===== src/rtl/core/jsl_pkg.sv =====
`default_nettype none
package jsl_pkg;

  typedef enum logic [4:0] {
    S_START, S_EFIRST, S_ESEP, S_ENEXT, S_NFIRST, S_NSEP, S_VSTART, S_MSEP,
    S_MNEXT, S_STR, S_ESC, S_HEX, S_LOW, S_ISTART, S_ICONT, S_IEND, S_FSTART,
    S_FCONT, S_XSTART, S_XISTART, S_XICONT, S_FALSE, S_NULL, S_TRUE
  } lex_state_e;

  // Where a cached frame below the top comes from in the current cycle.
  typedef enum logic [1:0] {
    SRC_REG, SRC_RDA, SRC_RDB
  } frame_src_e;

  localparam logic [4:0] ST_OK      = 5'd0;
  localparam logic [4:0] ST_FAIL    = 5'd1;
  localparam logic [4:0] ST_NODATA  = 5'd2;
  localparam logic [4:0] ST_OVER    = 5'd3;
  localparam logic [4:0] ST_UNDER   = 5'd4;
  localparam logic [4:0] ST_VALUE   = 5'd5;
  localparam logic [4:0] ST_COMMA   = 5'd6;
  localparam logic [4:0] ST_QUOTE   = 5'd7;
  localparam logic [4:0] ST_COLON   = 5'd8;
  localparam logic [4:0] ST_PRINT   = 5'd9;
  localparam logic [4:0] ST_ESC     = 5'd10;
  localparam logic [4:0] ST_HEX     = 5'd11;
  localparam logic [4:0] ST_HI      = 5'd12;
  localparam logic [4:0] ST_LO      = 5'd13;
  localparam logic [4:0] ST_UTF8    = 5'd14;
  localparam logic [4:0] ST_DIGIT   = 5'd15;
  localparam logic [4:0] ST_DECIMAL = 5'd16;
  localparam logic [4:0] ST_LITERAL = 5'd17;
  localparam logic [4:0] ST_AGAIN   = 5'd31;

  localparam logic [2:0] EV_NONE  = 3'd0;
  localparam logic [2:0] EV_BYTES = 3'd1;
  localparam logic [2:0] EV_START = 3'd2;
  localparam logic [2:0] EV_END   = 3'd3;
  localparam logic [2:0] EV_DEND  = 3'd4;

  localparam logic [2:0] K_STR = 3'd1;
  localparam logic [2:0] K_NUM = 3'd2;
  localparam logic [2:0] K_ARR = 3'd3;
  localparam logic [2:0] K_OBJ = 3'd4;
  localparam logic [2:0] K_LIT = 3'd5;

  localparam logic [4:0] F_BYTES = 5'd1;
  localparam logic [4:0] F_FIRST = 5'd2;
  localparam logic [4:0] F_ELEM  = 5'd4;
  localparam logic [4:0] F_NAME  = 5'd8;
  localparam logic [4:0] F_VAL   = 5'd16;

  localparam logic [1:0] LIT_FALSE = 2'd0;
  localparam logic [1:0] LIT_NULL  = 2'd1;
  localparam logic [1:0] LIT_TRUE  = 2'd2;

  typedef struct packed {
    logic [4:0] status;
    logic [2:0] etype;
    logic [2:0] kind;
    logic [4:0] flags;
    logic [2:0] count;
    logic [7:0] b0;
    logic [7:0] b1;
    logic [7:0] b2;
    logic [7:0] b3;
  } event_t;

  // Result of one lexing pass: the event plus the state changes it asks for.
  typedef struct packed {
    event_t     ev;
    logic       wr;
    lex_state_e wr_state;
    logic       push;
    lex_state_e push_state;
    logic       pop;
    logic       cnt_wr;
    logic [3:0] cnt;
    logic       val_wr;
    logic [31:0] val;
  } step_t;

  function automatic logic is_dig(logic [7:0] c);
    return (c >= "0") && (c <= "9");
  endfunction

  function automatic logic is_hex(logic [7:0] c);
    return is_dig(c) || ((c >= "A") && (c <= "F")) || ((c >= "a") && (c <= "f"));
  endfunction

  function automatic logic is_ws(logic [7:0] c);
    return (c == 8'd9) || (c == 8'd10) || (c == 8'd13) || (c == 8'd32);
  endfunction

  function automatic logic is_num_end(logic [7:0] c);
    return is_ws(c) || (c == ",") || (c == "]") || (c == "}");
  endfunction

  // Letters map to 10..15 since their low nibble is 1..6.
  function automatic logic [3:0] nibble(logic [7:0] c);
    return is_dig(c) ? c[3:0] : c[3:0] + 4'd9;
  endfunction

  function automatic logic [3:0] bump(logic [3:0] n);
    return (n == 4'd15) ? 4'd15 : n + 4'd1;
  endfunction

  function automatic logic [7:0] lit_char(logic [1:0] which, logic [2:0] pos);
    logic [7:0] ch;
    ch = 8'd0;
    case (which)
      LIT_FALSE: begin
        case (pos)
          3'd0: ch = "f";
          3'd1: ch = "a";
          3'd2: ch = "l";
          3'd3: ch = "s";
          3'd4: ch = "e";
          default: ch = 8'd0;
        endcase
      end
      LIT_NULL: begin
        case (pos)
          3'd0: ch = "n";
          3'd1: ch = "u";
          3'd2: ch = "l";
          3'd3: ch = "l";
          default: ch = 8'd0;
        endcase
      end
      default: begin
        case (pos)
          3'd0: ch = "t";
          3'd1: ch = "r";
          3'd2: ch = "u";
          3'd3: ch = "e";
          default: ch = 8'd0;
        endcase
      end
    endcase
    return ch;
  endfunction

  function automatic event_t ev_none(logic [4:0] st);
    event_t e;
    e = '0;
    e.status = st;
    return e;
  endfunction

  function automatic event_t ev_byte(logic [7:0] c);
    event_t e;
    e = ev_none(ST_OK);
    e.etype = EV_BYTES;
    e.flags = F_BYTES;
    e.count = 3'd1;
    e.b0 = c;
    return e;
  endfunction

  // Code point to UTF-8.
  function automatic event_t ev_code(logic [31:0] cp);
    event_t e;
    e = ev_byte(8'd0);
    if (cp < 32'h80) begin
      e.b0 = cp[7:0];
    end else if (cp < 32'h800) begin
      e.count = 3'd2;
      e.b0 = {3'b110, cp[10:6]};
      e.b1 = {2'b10, cp[5:0]};
    end else if (cp < 32'h10000) begin
      e.count = 3'd3;
      e.b0 = {4'b1110, cp[15:12]};
      e.b1 = {2'b10, cp[11:6]};
      e.b2 = {2'b10, cp[5:0]};
    end else if (cp < 32'h110000) begin
      e.count = 3'd4;
      e.b0 = {5'b11110, cp[20:18]};
      e.b1 = {2'b10, cp[17:12]};
      e.b2 = {2'b10, cp[11:6]};
      e.b3 = {2'b10, cp[5:0]};
    end else begin
      e = ev_none(ST_UTF8);
    end
    return e;
  endfunction

  function automatic step_t st_push(step_t r, logic [2:0] kind, logic [4:0] flags,
                                    lex_state_e s, logic [7:0] first, logic ok);
    logic has;
    has = (first != 8'd0);
    if (!ok) begin
      r.ev = ev_none(ST_OVER);
    end else begin
      r.push = 1'b1;
      r.push_state = s;
      r.cnt_wr = 1'b1;
      r.cnt = has ? 4'd1 : 4'd0;
      r.ev = ev_none(ST_OK);
      r.ev.etype = EV_START;
      r.ev.kind = kind;
      r.ev.flags = flags | (has ? F_BYTES : 5'd0);
      r.ev.count = has ? 3'd1 : 3'd0;
      r.ev.b0 = first;
    end
    return r;
  endfunction

  function automatic step_t st_pop(step_t r, logic [2:0] kind, logic [4:0] st,
                                   logic [7:0] last, logic top_nz);
    r.ev = ev_none(ST_UNDER);
    r.ev.etype = EV_END;
    r.ev.kind = kind;
    if (last != 8'd0) begin
      r.ev.flags = F_BYTES;
      r.ev.count = 3'd1;
      r.ev.b0 = last;
    end
    if (top_nz) begin
      r.pop = 1'b1;
      r.ev.status = st;
    end
    r.cnt_wr = 1'b1;
    r.cnt = 4'd0;
    return r;
  endfunction

  function automatic step_t st_to(step_t r, lex_state_e s);
    r.wr = 1'b1;
    r.wr_state = s;
    r.ev = ev_none(ST_OK);
    return r;
  endfunction

  function automatic step_t st_byte_to(step_t r, lex_state_e s, logic [7:0] c);
    r.wr = 1'b1;
    r.wr_state = s;
    r.ev = ev_byte(c);
    return r;
  endfunction

  function automatic step_t value_then(step_t r, lex_state_e s);
    if (r.ev.status == ST_OK) begin
      r.wr = 1'b1;
      r.wr_state = s;
    end
    return r;
  endfunction

  function automatic step_t take_value(step_t r, logic [4:0] flags, logic [7:0] c,
                                       logic ok);
    case (c)
      "\"":    r = st_push(r, K_STR, flags, S_STR, 8'd0, ok);
      "-":     r = st_push(r, K_NUM, flags, S_ISTART, c, ok);
      "0":     r = st_push(r, K_NUM, flags, S_IEND, c, ok);
      "[":     r = st_push(r, K_ARR, flags, S_EFIRST, 8'd0, ok);
      "{":     r = st_push(r, K_OBJ, flags, S_NFIRST, 8'd0, ok);
      "f":     r = st_push(r, K_LIT, flags, S_FALSE, c, ok);
      "n":     r = st_push(r, K_LIT, flags, S_NULL, c, ok);
      "t":     r = st_push(r, K_LIT, flags, S_TRUE, c, ok);
      default: begin
        if (is_dig(c)) r = st_push(r, K_NUM, flags, S_ICONT, c, ok);
        else r.ev = ev_none(ST_VALUE);
      end
    endcase
    return r;
  endfunction

  function automatic step_t int_end(step_t r, logic [7:0] c, logic top_nz);
    if (is_num_end(c)) r = st_pop(r, K_NUM, ST_AGAIN, 8'd0, top_nz);
    else if (c == ".") r = st_byte_to(r, S_FSTART, c);
    else if ((c == "e") || (c == "E")) r = st_byte_to(r, S_XSTART, c);
    else r.ev = ev_none(ST_DECIMAL);
    return r;
  endfunction

  function automatic step_t exp_start(step_t r, logic [7:0] c);
    if (is_dig(c)) r = st_byte_to(r, S_XICONT, c);
    else r.ev = ev_none(ST_DIGIT);
    return r;
  endfunction

  function automatic step_t eat_lit(step_t r, logic [1:0] which, logic [7:0] c,
                                    logic [3:0] cnt, logic top_nz);
    logic [3:0] n;
    logic [3:0] len;
    n = bump(cnt);
    len = (which == LIT_FALSE) ? 4'd5 : 4'd4;
    if (c != lit_char(which, cnt[2:0])) begin
      r.ev = ev_none(ST_LITERAL);
    end else begin
      r.cnt_wr = 1'b1;
      r.cnt = n;
      if (n == len) r = st_pop(r, K_LIT, ST_OK, c, top_nz);
      else r.ev = ev_byte(c);
    end
    return r;
  endfunction

  // One pass of the lexer over the frame state s.
  function automatic step_t lex_pass(lex_state_e s, logic [7:0] c, logic eoi,
                                     logic [31:0] val, logic [3:0] cnt,
                                     logic push_ok, logic top_nz, logic top_one);
    step_t r;
    logic [31:0] v;
    logic [31:0] hi;
    logic [31:0] lo;
    logic [31:0] cp;
    logic [3:0] n;
    r = '0;
    r.ev = ev_none(ST_OK);
    n = bump(cnt);
    v = '0;
    hi = '0;
    lo = '0;
    cp = '0;
    if (eoi) begin
      if (top_one && ((s == S_ICONT) || (s == S_IEND) || (s == S_FCONT) ||
                      (s == S_XICONT))) begin
        r = st_pop(r, K_NUM, ST_OK, 8'd0, top_nz);
      end else begin
        r.ev = ev_none((s != S_START) ? ST_NODATA : ST_FAIL);
      end
    end else if (is_ws(c) && (s <= S_MNEXT)) begin
      r.ev = ev_none(ST_OK);
    end else begin
      unique case (s)
        S_START:  r = take_value(r, 5'd0, c, push_ok);
        S_EFIRST: begin
          if (c == "]") r = st_pop(r, K_ARR, ST_OK, 8'd0, top_nz);
          else r = value_then(take_value(r, F_ELEM | F_FIRST, c, push_ok), S_ESEP);
        end
        S_ESEP: begin
          if (c == "]") r = st_pop(r, K_ARR, ST_OK, 8'd0, top_nz);
          else if (c == ",") r = st_to(r, S_ENEXT);
          else r.ev = ev_none(ST_COMMA);
        end
        S_ENEXT: r = value_then(take_value(r, F_ELEM, c, push_ok), S_ESEP);
        S_NFIRST: begin
          if (c == "}") r = st_pop(r, K_OBJ, ST_OK, 8'd0, top_nz);
          else if (c != "\"") r.ev = ev_none(ST_QUOTE);
          else r = value_then(st_push(r, K_STR, F_FIRST | F_NAME, S_STR, 8'd0, push_ok),
                              S_NSEP);
        end
        S_NSEP: begin
          if (c == ":") r = st_to(r, S_VSTART);
          else r.ev = ev_none(ST_COLON);
        end
        S_VSTART: r = value_then(take_value(r, F_VAL, c, push_ok), S_MSEP);
        S_MSEP: begin
          if (c == ",") r = st_to(r, S_MNEXT);
          else if (c == "}") r = st_pop(r, K_OBJ, ST_OK, 8'd0, top_nz);
          else r.ev = ev_none(ST_COMMA);
        end
        S_MNEXT: begin
          if (c != "\"") r.ev = ev_none(ST_QUOTE);
          else r = value_then(st_push(r, K_STR, F_NAME, S_STR, 8'd0, push_ok), S_NSEP);
        end
        S_STR: begin
          if (c == "\"") r = st_pop(r, K_STR, ST_OK, 8'd0, top_nz);
          else if (c == "\\") r = st_to(r, S_ESC);
          else if (c < 8'h20) r = st_pop(r, K_STR, ST_PRINT, 8'd0, top_nz);
          else r.ev = ev_byte(c);
        end
        S_ESC: begin
          case (c)
            "\"", "/", "\\": r = st_byte_to(r, S_STR, c);
            "b":     r = st_byte_to(r, S_STR, 8'd8);
            "f":     r = st_byte_to(r, S_STR, 8'd12);
            "n":     r = st_byte_to(r, S_STR, 8'd10);
            "r":     r = st_byte_to(r, S_STR, 8'd13);
            "t":     r = st_byte_to(r, S_STR, 8'd9);
            "u":     r = st_to(r, S_HEX);
            default: r.ev = ev_none(ST_ESC);
          endcase
        end
        S_HEX: begin
          if (!is_hex(c)) begin
            r.ev = ev_none(ST_HEX);
          end else begin
            v = ((cnt != 4'd0) ? (val << 4) : 32'd0) | {28'd0, nibble(c)};
            r.val_wr = 1'b1;
            r.val = v;
            r.cnt_wr = 1'b1;
            r.cnt = n;
            if (n < 4'd4) begin
              r.ev = ev_none(ST_OK);
            end else if ((v >= 32'hDC00) && (v <= 32'hDFFF)) begin
              r.ev = ev_none(ST_HI);
            end else if ((v >= 32'hD800) && (v <= 32'hDBFF)) begin
              r = st_to(r, S_LOW);
            end else begin
              r.ev = ev_code(v);
              r.cnt = 4'd0;
              r.wr = 1'b1;
              r.wr_state = S_STR;
            end
          end
        end
        S_LOW: begin
          if (((cnt == 4'd4) && (c == "\\")) || ((cnt == 4'd5) && (c == "u"))) begin
            r.cnt_wr = 1'b1;
            r.cnt = n;
            r.ev = ev_none(ST_OK);
          end else if (!is_hex(c)) begin
            r.ev = ev_none(ST_HEX);
          end else begin
            v = (val << 4) | {28'd0, nibble(c)};
            r.val_wr = 1'b1;
            r.val = v;
            r.cnt_wr = 1'b1;
            r.cnt = n;
            hi = {16'd0, v[31:16]};
            lo = {16'd0, v[15:0]};
            cp = ((hi - 32'hD800) << 10) + (lo - 32'hDC00) + 32'h10000;
            if (n < 4'd10) begin
              r.ev = ev_none(ST_OK);
            end else if ((lo < 32'hDC00) || (lo > 32'hDFFF)) begin
              r.ev = ev_none(ST_LO);
            end else begin
              r.ev = ev_code(cp);
              r.cnt = 4'd0;
              r.wr = 1'b1;
              r.wr_state = S_STR;
            end
          end
        end
        S_ISTART: begin
          if (c == "0") r = st_byte_to(r, S_IEND, c);
          else if (is_dig(c)) r = st_byte_to(r, S_ICONT, c);
          else r.ev = ev_none(ST_DIGIT);
        end
        S_ICONT: begin
          if (is_dig(c)) r.ev = ev_byte(c);
          else r = int_end(r, c, top_nz);
        end
        S_IEND: r = int_end(r, c, top_nz);
        S_FSTART: begin
          if (is_dig(c)) r = st_byte_to(r, S_FCONT, c);
          else r.ev = ev_none(ST_DIGIT);
        end
        S_FCONT: begin
          if (is_dig(c)) r.ev = ev_byte(c);
          else if ((c == "e") || (c == "E")) r = st_byte_to(r, S_XSTART, c);
          else r = st_pop(r, K_NUM, ST_AGAIN, 8'd0, top_nz);
        end
        S_XSTART: begin
          if ((c == "+") || (c == "-")) r = st_byte_to(r, S_XISTART, c);
          else r = exp_start(r, c);
        end
        S_XISTART: r = exp_start(r, c);
        S_XICONT: begin
          if (is_dig(c)) r.ev = ev_byte(c);
          else if (is_num_end(c)) r = st_pop(r, K_NUM, ST_AGAIN, 8'd0, top_nz);
          else r = st_pop(r, K_NUM, ST_DIGIT, 8'd0, top_nz);
        end
        S_FALSE: r = eat_lit(r, LIT_FALSE, c, cnt, top_nz);
        S_NULL:  r = eat_lit(r, LIT_NULL, c, cnt, top_nz);
        S_TRUE:  r = eat_lit(r, LIT_TRUE, c, cnt, top_nz);
        default: r.ev = ev_none(ST_FAIL);
      endcase
    end
    return r;
  endfunction

endpackage
`default_nettype wire


===== src/rtl/core/jsl_ram.sv =====
`default_nettype none
module jsl_ram #(
  parameter int WIDTH = 5,
  parameter int DEPTH = 64
) (
  input  wire logic                     clk_i,
  input  wire logic                     we_i,
  input  wire logic [$clog2(DEPTH)-1:0] waddr_i,
  input  wire logic [WIDTH-1:0]         wdata_i,
  input  wire logic [$clog2(DEPTH)-1:0] raddr_a_i,
  input  wire logic [$clog2(DEPTH)-1:0] raddr_b_i,
  output logic      [WIDTH-1:0]         rdata_a_o,
  output logic      [WIDTH-1:0]         rdata_b_o
);

  logic [WIDTH-1:0] mem_q [DEPTH];

  always_ff @(posedge clk_i) begin
    if (we_i) begin
      mem_q[waddr_i] <= wdata_i;
    end
    rdata_a_o <= mem_q[raddr_a_i];
    rdata_b_o <= mem_q[raddr_b_i];
  end

endmodule
`default_nettype wire


===== src/rtl/core/json_stream_lexer_top.sv =====
// A byte's event is registered and appears in the cycle after it is taken.
// Throughput: one byte per cycle when not stalled; a number that is closed
// by the next byte is finished and that byte lexed again in the same cycle.
// The top three frames live in registers; deeper frames sit in a RAM whose
// registered read ports prefetch the two frames below them every cycle.
// Reset: stack empty in the start state, escape state cleared, limit 64.
`default_nettype none
module json_stream_lexer_top
  import jsl_pkg::*;
#(
  parameter int STACK_DEPTH = 64
) (
  input  wire logic       clk_i,
  input  wire logic       rst_ni,
  input  wire logic       in_valid_i,
  output logic            in_stall_o,
  input  wire logic [7:0] data_byte_i,
  input  wire logic       end_of_input_i,
  output logic            out_valid_o,
  input  wire logic       out_stall_i,
  output logic [4:0]      status_o,
  output logic [2:0]      event_type_o,
  output logic [2:0]      value_kind_o,
  output logic [4:0]      event_flags_o,
  output logic [2:0]      byte_count_o,
  output logic [7:0]      byte_zero_o,
  output logic [7:0]      byte_one_o,
  output logic [7:0]      byte_two_o,
  output logic [7:0]      byte_three_o,
  input  wire logic       cfg_valid_i,
  output logic            cfg_ready_o,
  input  wire logic [6:0] cfg_data_i
);

  localparam int AW = $clog2(STACK_DEPTH);
  localparam int CW = (AW + 1 > 7) ? AW + 1 : 7;
  localparam logic [CW-1:0] DepthC = CW'(STACK_DEPTH);

  logic [AW-1:0] top_q, top_d;
  lex_state_e    cur_q, cur_d, n1_q, n1_d, n2_q, n2_d, n1_eff, n2_eff;
  frame_src_e    n1_src_q, n1_src_d, n2_src_q, n2_src_d;
  logic [31:0]   esc_val_q, esc_val_d;
  logic [3:0]    esc_cnt_q, esc_cnt_d;
  logic [6:0]    limit_q;
  logic          out_valid_q;
  event_t        ev_q, res;
  step_t         p1, p2;
  logic          again, in_acc;
  logic [CW-1:0] lim, top_ext;
  logic          ram_we;
  logic [AW-1:0] ram_waddr, raddr_a, raddr_b;
  logic [4:0]    rdata_a, rdata_b;

  assign in_stall_o  = out_valid_q & out_stall_i;
  assign in_acc      = in_valid_i & ~in_stall_o;
  assign cfg_ready_o = 1'b1;

  // Frames below the cached three are prefetched relative to the current top.
  assign raddr_a   = (top_q >= AW'(3)) ? top_q - AW'(1) - AW'(1) - AW'(1) : '0;
  assign raddr_b   = (top_q >= AW'(4)) ? raddr_a - AW'(1) : '0;
  assign ram_waddr = top_q - AW'(1) - AW'(1);

  jsl_ram #(
    .WIDTH(5),
    .DEPTH(STACK_DEPTH)
  ) u_stack (
    .clk_i    (clk_i),
    .we_i     (ram_we),
    .waddr_i  (ram_waddr),
    .wdata_i  (5'(n2_eff)),
    .raddr_a_i(raddr_a),
    .raddr_b_i(raddr_b),
    .rdata_a_o(rdata_a),
    .rdata_b_o(rdata_b)
  );

  always_comb begin
    unique case (n1_src_q)
      SRC_RDA: n1_eff = lex_state_e'(rdata_a);
      SRC_RDB: n1_eff = lex_state_e'(rdata_b);
      default: n1_eff = n1_q;
    endcase
    unique case (n2_src_q)
      SRC_RDA: n2_eff = lex_state_e'(rdata_a);
      SRC_RDB: n2_eff = lex_state_e'(rdata_b);
      default: n2_eff = n2_q;
    endcase
  end

  always_comb begin
    top_ext = CW'(top_q);
    lim = (CW'(limit_q) > DepthC) ? DepthC : CW'(limit_q);
    p1 = lex_pass(cur_q, data_byte_i, end_of_input_i, esc_val_q, esc_cnt_q,
                  (top_ext + CW'(1)) < lim, top_q != '0, top_q == AW'(1));
    // The second pass runs in the enclosing frame, one level down.
    p2 = lex_pass(n1_eff, data_byte_i, 1'b0, esc_val_q, 4'd0,
                  top_ext < lim, top_ext > CW'(1), 1'b0);
    again = (p1.ev.status == ST_AGAIN);

    res = p1.ev;
    if (again) begin
      res.status = p2.ev.status;
      if (p2.ev.etype == EV_END) begin
        res.etype = EV_DEND;
        res.kind  = p2.ev.kind;
      end
    end

    esc_val_d = p1.val_wr ? p1.val : esc_val_q;
    esc_cnt_d = p1.cnt_wr ? p1.cnt : esc_cnt_q;
    if (again && p2.cnt_wr) begin
      esc_cnt_d = p2.cnt;
    end

    top_d    = top_q;
    cur_d    = cur_q;
    n1_d     = n1_eff;
    n2_d     = n2_eff;
    n1_src_d = SRC_REG;
    n2_src_d = SRC_REG;
    ram_we   = 1'b0;
    if (in_acc) begin
      if (again) begin
        if (p2.pop) begin
          top_d    = top_q - AW'(1) - AW'(1);
          cur_d    = n2_eff;
          n1_src_d = SRC_RDA;
          n2_src_d = SRC_RDB;
        end else if (p2.push) begin
          cur_d = p2.push_state;
          n1_d  = p2.wr ? p2.wr_state : n1_eff;
        end else begin
          top_d    = top_q - AW'(1);
          cur_d    = p2.wr ? p2.wr_state : n1_eff;
          n1_d     = n2_eff;
          n2_src_d = SRC_RDA;
        end
      end else if (p1.pop) begin
        top_d    = top_q - AW'(1);
        cur_d    = n1_eff;
        n1_d     = n2_eff;
        n2_src_d = SRC_RDA;
      end else if (p1.push) begin
        top_d  = top_q + AW'(1);
        cur_d  = p1.push_state;
        n1_d   = p1.wr ? p1.wr_state : cur_q;
        n2_d   = n1_eff;
        ram_we = (top_q >= AW'(2));
      end else if (p1.wr) begin
        cur_d = p1.wr_state;
      end
    end
  end

  always_ff @(posedge clk_i or negedge rst_ni) begin
    if (!rst_ni) begin
      top_q       <= '0;
      cur_q       <= S_START;
      n1_src_q    <= SRC_REG;
      n2_src_q    <= SRC_REG;
      esc_val_q   <= '0;
      esc_cnt_q   <= '0;
      limit_q     <= 7'd64;
      out_valid_q <= 1'b0;
    end else begin
      top_q    <= top_d;
      cur_q    <= cur_d;
      n1_src_q <= n1_src_d;
      n2_src_q <= n2_src_d;
      if (in_acc) begin
        esc_val_q <= esc_val_d;
        esc_cnt_q <= esc_cnt_d;
      end
      if (cfg_valid_i) begin
        limit_q <= cfg_data_i;
      end
      if (in_acc) begin
        out_valid_q <= 1'b1;
      end else if (!out_stall_i) begin
        out_valid_q <= 1'b0;
      end
    end
  end

  always_ff @(posedge clk_i) begin
    n1_q <= n1_d;
    n2_q <= n2_d;
    if (in_acc) begin
      ev_q <= res;
    end
  end

  assign out_valid_o   = out_valid_q;
  assign status_o      = ev_q.status;
  assign event_type_o  = ev_q.etype;
  assign value_kind_o  = ev_q.kind;
  assign event_flags_o = ev_q.flags;
  assign byte_count_o  = ev_q.count;
  assign byte_zero_o   = ev_q.b0;
  assign byte_one_o    = ev_q.b1;
  assign byte_two_o    = ev_q.b2;
  assign byte_three_o  = ev_q.b3;

  // The bottom frame is never anything but the start state.
  a_bottom_start: assert property (@(posedge clk_i) disable iff (!rst_ni)
    (top_q == '0) |-> (cur_q == S_START))
    else $error("bottom frame left the start state");

  // The stack moves by at most one level up per word.
  a_top_step: assert property (@(posedge clk_i) disable iff (!rst_ni)
    in_acc |=> (CW'(top_q) <= CW'($past(top_q)) + CW'(1)))
    else $error("stack grew by more than one frame");

  // An overflow in the first pass leaves the stack as it was.
  a_over_hold: assert property (@(posedge clk_i) disable iff (!rst_ni)
    (in_acc && !again && (p1.ev.status == ST_OVER)) |=> $stable(top_q))
    else $error("overflow changed the stack");

  // A taken word always produces an event in the next cycle.
  a_out_follows: assert property (@(posedge clk_i) disable iff (!rst_ni)
    in_acc |=> out_valid_q)
    else $error("word taken without an event");

  // Content count and has-bytes flag agree.
  a_count_flag: assert property (@(posedge clk_i) disable iff (!rst_ni)
    out_valid_q |-> ((ev_q.count != 3'd0) == ev_q.flags[0]))
    else $error("byte count disagrees with has-bytes flag");

endmodule
`default_nettype wire

===== config.mk =====
export PLATFORM = sky130hd
export DESIGN_NAME = json_stream_lexer_top
export DESIGN_NICKNAME = d
export VERILOG_FILES = /design/src/rtl/core/jsl_pkg.sv /design/src/rtl/core/jsl_ram.sv /design/src/rtl/core/json_stream_lexer_top.sv
export SDC_FILE = /design/constraint.sdc
export NUM_CORES = 1
export LEC_CHECK = 0
export BUFFER_PORTS_ARGS = -buffer_cell sky130_fd_sc_hd__clkbuf_2
export CORE_MARGIN = 2
export CORE_UTILIZATION = 50
export DETAILED_ROUTE_END_ITERATION = 6
export GPL_ROUTABILITY_DRIVEN = 0
export PLACE_DENSITY = 0.73
export SYNTH_ARGS = -nofsm -noshare
export SYNTH_HDL_FRONTEND = slang
export SYNTH_HIERARCHICAL = 1
export SYNTH_SLANG_ARGS = --single-unit

===== constraint.sdc =====
create_clock -name clk_i -period 14.2 [get_ports clk_i]
set_clock_uncertainty 0.05 [all_clocks]
set_input_delay 2.13 -clock clk_i [delete_from_list [all_inputs] [get_ports clk_i]]
set_output_delay 2.13 -clock clk_i [all_outputs]
set_load 0.02 [all_outputs]

==> results by group, run 1 <==
Outcome
  – Outcome: finished with violations
  – Failing checks: DRC

Synth
  – Avg Synthesized Cell Area: 11.61 um2
  – Post-Syn Area: 28410 um2
  – Register area share after synthesis: 44.87%
  – Cell variety after synth: 125
  – Async set-or-reset flop fraction in the synthesized netlist: 12.05%
  – EDFF count, synth: 367
  – Post-synth top flop: edfxtp_1
  – Mapped Cells: 2448
  – Seq cells post-synth: 440
  – Synthesis Warnings: 6

CTS
  – Htree depth: 2
  – Setup bufs post-CTS: 0
  – Cts bufs inserted: 45
  – Post-CTS Hold Fix Bufs: 0
  – CTS Sinks: 440
  – CTS root buf: clkbuf_16
  – TritonCTS clock tree: built
  – Clock transition at path regs: 60 ps
  – Clock Path Buffers: 3
  – Clock Latency Late Sink: 600 ps
  – Resize count post-CTS: 0

Setup path
  – Largest stage delay, worst path: 910 ps
  – Crit-path most repeated cell: nor2_1
  – Critical-path top delay cell: a211oi_1
  – Startpoint Class: primary input
  – Critical path endpoint category: flip-flop
  – Req. time, crit path: 14390 ps
  – Critical Path, Cell by Cell: clkbuf_2 > inv_1 > ha_1 > nor2b_1 > o211ai_1 > a221oi_2 > nor2_1 > nand2_1 > nor2_1 > o21ai_0 > a211oi_1 > nand2_1 > or3_1 > nor2_1
  – Arr. time, crit path: 7350 ps
  – Crit Path Class: in2reg
  – Worst Path Max Fanout: 29
  – Worst R2R Start: top_q[0]
  – Critical Path Source: data_byte_i[0]

Global routing
  – Largest net degree at the start of global routing: 69
  – Number of global-route vias before repair: 22040
  – GR Overflow Total: 0
  – First-pass GRT wire length: 134.4 mm
  – Initial antenna violation count: 2
  – Total track usage: 29.46%

STA
  – Slew margin rel.: 14.75%
  – Max-slew violation count: 0
  – Setup violators final: 0
  – Tcrit/Tclk final: 50.42%
  – Final hold slack: 457.2 ps
  – Fmax: 139.7 MHz
  – RSZ-0062 raised after global routing: no
  – Fin crit period: 7160 ps
  – Worst-margin pin slew: 1263 ps
  – Final hold vios: 0
  – Setup total negative slack: 0 ps

Pwr
  – Reg power frac: 31.8%
  – Internal Pwr Total: 2.899 mW
  – Net Switching: 1.889 mW
  – Worst vdd ir: 0.1496 mV
  – Gate power share: 42.6%
  – Leakage: 10.84 nW
  – Net Sw Frac: 39.45%
  – Pwr Density: 156.0 nW/um2
  – Clock share of power: 25.6%

Die
  – Die area: 58750 um2
  – Die Width: 242.4 um
  – Core footprint: 56280 um2
  – Initial Util: 50.49%
  – Cell Rows: 87
  – Top-Level Pins: 75
  – Die height: 242.4 um

Job
  – Number of max-cap violations: 0

Place
  – Placed instance count: 3137
  – I/O Buffers: 70
  – Post-DP Area: 29160 um2
  – Dpl hpwl: 60.93 mm

Finish
  – P&R area growth vs syn: 8.001%
  – Most frequent cells in the layout: edfxtp_1, nor2_1, nand2_1
  – Commonest non-fill, non-tap cell in the layout: edfxtp_1
  – Post-route design area: 30690 um2
  – Layout cells sized above 1: 18.07%
  – Net count, final: 2518
  – Core Util, Final: 54.53%
  – Final Non-Filler Cells: 3220

Route
  – Routed Antenna Nets: 0
  – Vias after detailed routing: 23340
  – Residual DRC: 13
  – Vias per inst: 7.248
  – DRT iter0 DRCs: 3897
  – First-pass detailed-route iteration total: 7
  – Routed wire length: 88.58 mm
  – Drt wl/cell: 27.51 um

Hold path
  – Min-delay src: limit_q[2]
  – Worst min-delay path category: reg2reg
-- cells by family after synthesis --
group                    Yosys count  share of synthesized area [%]
buffers and inverters            236                          4.082
multiplexers                     241                          16.44
other                              2                        0.02643
adder cells (fa/ha/maj)           69                          3.065
AND/OR/NAND/NOR                  769                          14.21
XOR/XNOR                          51                          1.572
AO/OA/AOI/OAI                    640                          15.75
flip-flops                       440                          44.87
-- worst max-delay path, delay by kind of cell --
| family | cells | cell delay [ps] |
|---|---|---|
| and+or+nand+nor | 7 | 2690 |
| AOI/OAI and AO/OA | 4 | 1780 |
| buffers and inverters | 2 | 420 |
| adders and majority gates | 1 | 300 |
-- metal layers --
metal | vias to the layer above | GRT usage [%] | wire [um]
met1 | 11210 | 39.42 | 32250
met5 | - | 0 | 13
met3 | 433 | 6.879 | 11170
met2 | 2025 | 45.39 | 39920
li1 | 9670 | - | -
met4 | 2 | 14.32 | 5219
-- power by group through the flow --
stage / Clock [mW] / Combinational [mW] / Sequential [mW]
floorplan: 0 / 1.49 / 1.50
global placement: 0 / 1.93 / 1.54
detailed placement: 0 / 1.96 / 1.54
CTS: 1.24 / 1.97 / 1.52
global route: 1.29 / 2.13 / 1.53
finish: 1.23 / 2.04 / 1.52
-- area by class of cell --
class                           count  area [um2]
Tap cell                          756       945.9
Clock inverter                     28       340.3
Clock buffer                       53        1187
Timing Repair Buffer              108       635.6
Multi-Input combinational cell   1774       14600
Sequential cell                   440       12750
Inverter                           59       224.0
Fill cell                        4644       25590
Antenna cell                        2       5.005
-- synth_stat cells, types with 26 or more instances --
library cell  number  area share (%)
nand3_1           69             1.2
nor3_1            57             1.0
buf_4             26            0.69
buf_2             43            0.76
xnor2_1           35             1.1
mux4_2           159              13
nand2_1          165             2.2
ha_1              68             3.0
o21ai_0          106             1.9
clkbuf_1          87             1.1
nor2_1           214             2.8
nand2b_1          29            0.64
edfxtp_1         367              39
a22o_1            32            0.99
mux2i_1           50             1.8
a31oi_1           34            0.75
inv_1             54            0.71
a22oi_1           28            0.74
a21oi_1          132             2.3
o22ai_1           35            0.77
dfrtp_1           52             4.6
-- state kept, by name (all words and copies together) (netlist names), 3 cells and up --
| name | cells |
|---|---|
| u_stack/mem_q | 320 |
| esc_val_q | 28 |
| byte_zero_o | 8 |
| byte_one_o | 7 |
| byte_two_o | 7 |
| limit_q | 7 |
| byte_three_o | 6 |
| top_q | 6 |
| cur_q | 5 |
| event_flags_o | 5 |
| n1_q | 5 |
| n2_q | 5 |
| status_o | 5 |
| u_stack/rdata_a_o | 5 |
| u_stack/rdata_b_o | 5 |
| esc_cnt_q | 4 |
| byte_count_o | 3 |
| event_type_o | 3 |
| value_kind_o | 3 |
-- through the flow --
step	power (mW)	setup slack (ps)
final	4.788	7040
after global routing	4.946	6822
after CTS	4.731	7351
after detailed placement	3.502	6718
after global placement	3.474	6926
after floorplan	2.995	8564
-- path summary, 6_finish.rpt --
path | to | slack (ps) | depth (start not counted)
min in group asynchronous | esc_cnt_q[1] | 1630 | 2
max in group asynchronous | top_q[2] | 11940 | 2
setup reg to reg | u_stack/mem_q[32][3] | 7640 | 13
hold / removal | limit_q[2] | 460 | 1
hold reg to reg | limit_q[2] | 460 | 1
setup / recovery | u_stack/mem_q[32][3] | 7040 | 14
Power figures use the tool's default switching activity.
==> run 2: changes to the inputs <==
Clock period 14.2 ns to 7.3 ns, I/O delays scaled along.
==> results by group, run 2 (synthesis gave the netlist of run 1 again) <==
Pwr
  – Total power: 9.291 mW
  – Internal Pwr Total: 5.636 mW
  – Leakage: 10.86 nW
  – Pwr Density: 302.1 nW/um2
  – Net Sw Frac: 39.34%
  – Reg power frac: 32.2%
  – Net Switching: 3.655 mW
  – Worst vdd ir: 0.2949 mV
  – Gate power share: 41.9%
  – Clock share of power: 26.0%

Route
  – Drt wl/cell: 27.65 um
  – DRT iter0 DRCs: 3918
  – Residual DRC: 0
  – Routed Antenna Nets: 0
  – Vias per inst: 7.187
  – First-pass detailed-route iteration total: 7
  – Routed wire length: 89.23 mm
  – Vias after detailed routing: 23190

STA
  – Final hold slack: 460.4 ps
  – Fin crit period: 6358 ps
  – Worst-margin pin slew: 1440 ps
  – Slew margin rel.: 3.382%
  – Setup total negative slack: 0 ps
  – Setup violators final: 0
  – Final hold vios: 0
  – Tcrit/Tclk final: 87.10%
  – RSZ-0062 raised after global routing: no
  – Fmax: 157.3 MHz
  – Max-slew violation count: 0

Die
  – Die Width: 242.4 um
  – Top-Level Pins: 75
  – Cell Rows: 87
  – Core footprint: 56280 um2
  – Die area: 58750 um2
  – Initial Util: 50.49%
  – Die height: 242.4 um

CTS
  – Setup bufs post-CTS: 0
  – CTS root buf: clkbuf_16
  – Resize count post-CTS: 0
  – Cts bufs inserted: 47
  – Clock Path Buffers: 3
  – Clock transition at path regs: 60 ps
  – TritonCTS clock tree: built
  – Post-CTS Hold Fix Bufs: 0
  – Htree depth: 2
  – CTS Sinks: 440
  – Clock Latency Late Sink: 640 ps

Hold path
  – Min-Delay Path Depth: 1
  – Min-delay src: limit_q[4]
  – Hold worst-path end: limit_q[4]
  – Worst min-delay path category: reg2reg

Global routing
  – Total track usage: 29.72%
  – GR Overflow Total: 0
  – First-pass GRT wire length: 135.8 mm
  – Initial antenna violation count: 0
  – Largest net degree at the start of global routing: 65
  – Number of global-route vias before repair: 22110

Finish
  – Filler instances: 4592
  – Max FFs per register: 320
  – Most frequent cells in the layout: edfxtp_1, nor2_1, nand2_1
  – Core Util, Final: 54.65%
  – Commonest non-fill, non-tap cell in the layout: edfxtp_1
  – Post-route design area: 30760 um2
  – Layout cells sized above 1: 18.17%
  – Net count, final: 2524
  – Antenna fix cells: 0
  – Most flop-heavy register: u_stack/mem_q
  – P&R area growth vs syn: 8.247%

Setup path
  – Crit Path Class: reg2reg
  – Startpoint Class: flip-flop
  – Req. time, crit path: 7730 ps
  – Worst Path Max Fanout: 23
  – R2r endpoint: u_stack/rdata_b_o[1]
  – Flop2flop setup slack: 940 ps
  – R2r worst-path depth: 18
  – Arr. time, crit path: 6790 ps
  – Critical path endpoint category: flip-flop
  – Worst R2R Start: top_q[0]

Place
  – I/O Buffers: 70
  – Post-DP Area: 29200 um2
  – Dpl hpwl: 62.08 mm

Job
  – Number of max-cap violations: 0

Outcome
  – Outcome: complete, no violations
-- run 2: worst max path at each step --
stage                    from                    to  depth (start not counted)
2_1_floorplan     n1_src_q[0]              cur_q[0]                          7
3_3_place_gp   data_byte_i[1]              cur_q[0]                         14
3_5_place_dp         top_q[0]  u_stack/rdata_b_o[0]                         18
4_1_cts              top_q[0]  u_stack/rdata_b_o[0]                         18
5_1_grt              top_q[0]  u_stack/mem_q[37][2]                         13
6_report             top_q[0]  u_stack/rdata_b_o[1]                         18
-- run 2: routing by layer --
layer,wire length [um],track usage (%)
met1,33000,39.97
met2,40310,45.75
met3,11250,7.400
met4,4679,13.24
met5,0,0
-- run 2: power groups by stage --
stage               logic, mW  registers, mW  clock network (mW)
global route             4.07           2.99                2.53
floorplan                2.90           2.92                   0
global placement         3.70           3.03                   0
detailed placement       3.76           3.03                   0
finish                   3.89           2.99                2.41
CTS                      3.78           2.97                2.43
-- run 2: layout make-up --
cell class | count | area, um2 | share of cell area, %
multi-input combinational | 1774 | 14600 | 47.47
sequential | 440 | 12750 | 41.45
clock buffer | 56 | 1210 | 3.934
tap | 756 | 945.9 | 3.075
timing repair buffer | 112 | 678.2 | 2.205
clock inverter | 30 | 350.3 | 1.139
inverter | 59 | 224.0 | 0.7281
-- run 2: per-stage QoR --
| stage | std cells | setup WS, ps |
|---|---|---|
| after floorplan | 2450 | 2492 |
| after global placement | 3141 | 1314 |
| after detailed placement | 3141 | 1089 |
| after CTS | 3227 | 1173 |
| after global routing | 3227 | 605.6 |
| final | 3227 | 941.5 |
-- run 2: worst max-delay path, cell delays in order (launching register included) --
cell      delay [ps]
dfrtp_1          830
clkinv_1         500
ha_1             470
xnor2_1          200
and3_1           280
xnor2_1         1080
xor2_1           210
nor2_1            60
buf_4            240
nor2_1           180
nand2_1           90
xnor2_1          130
nor2_2           690
buf_4            370
nand2b_1         170
nor2_1           130
a21oi_1           90
a311oi_1         350
a21oi_1          110
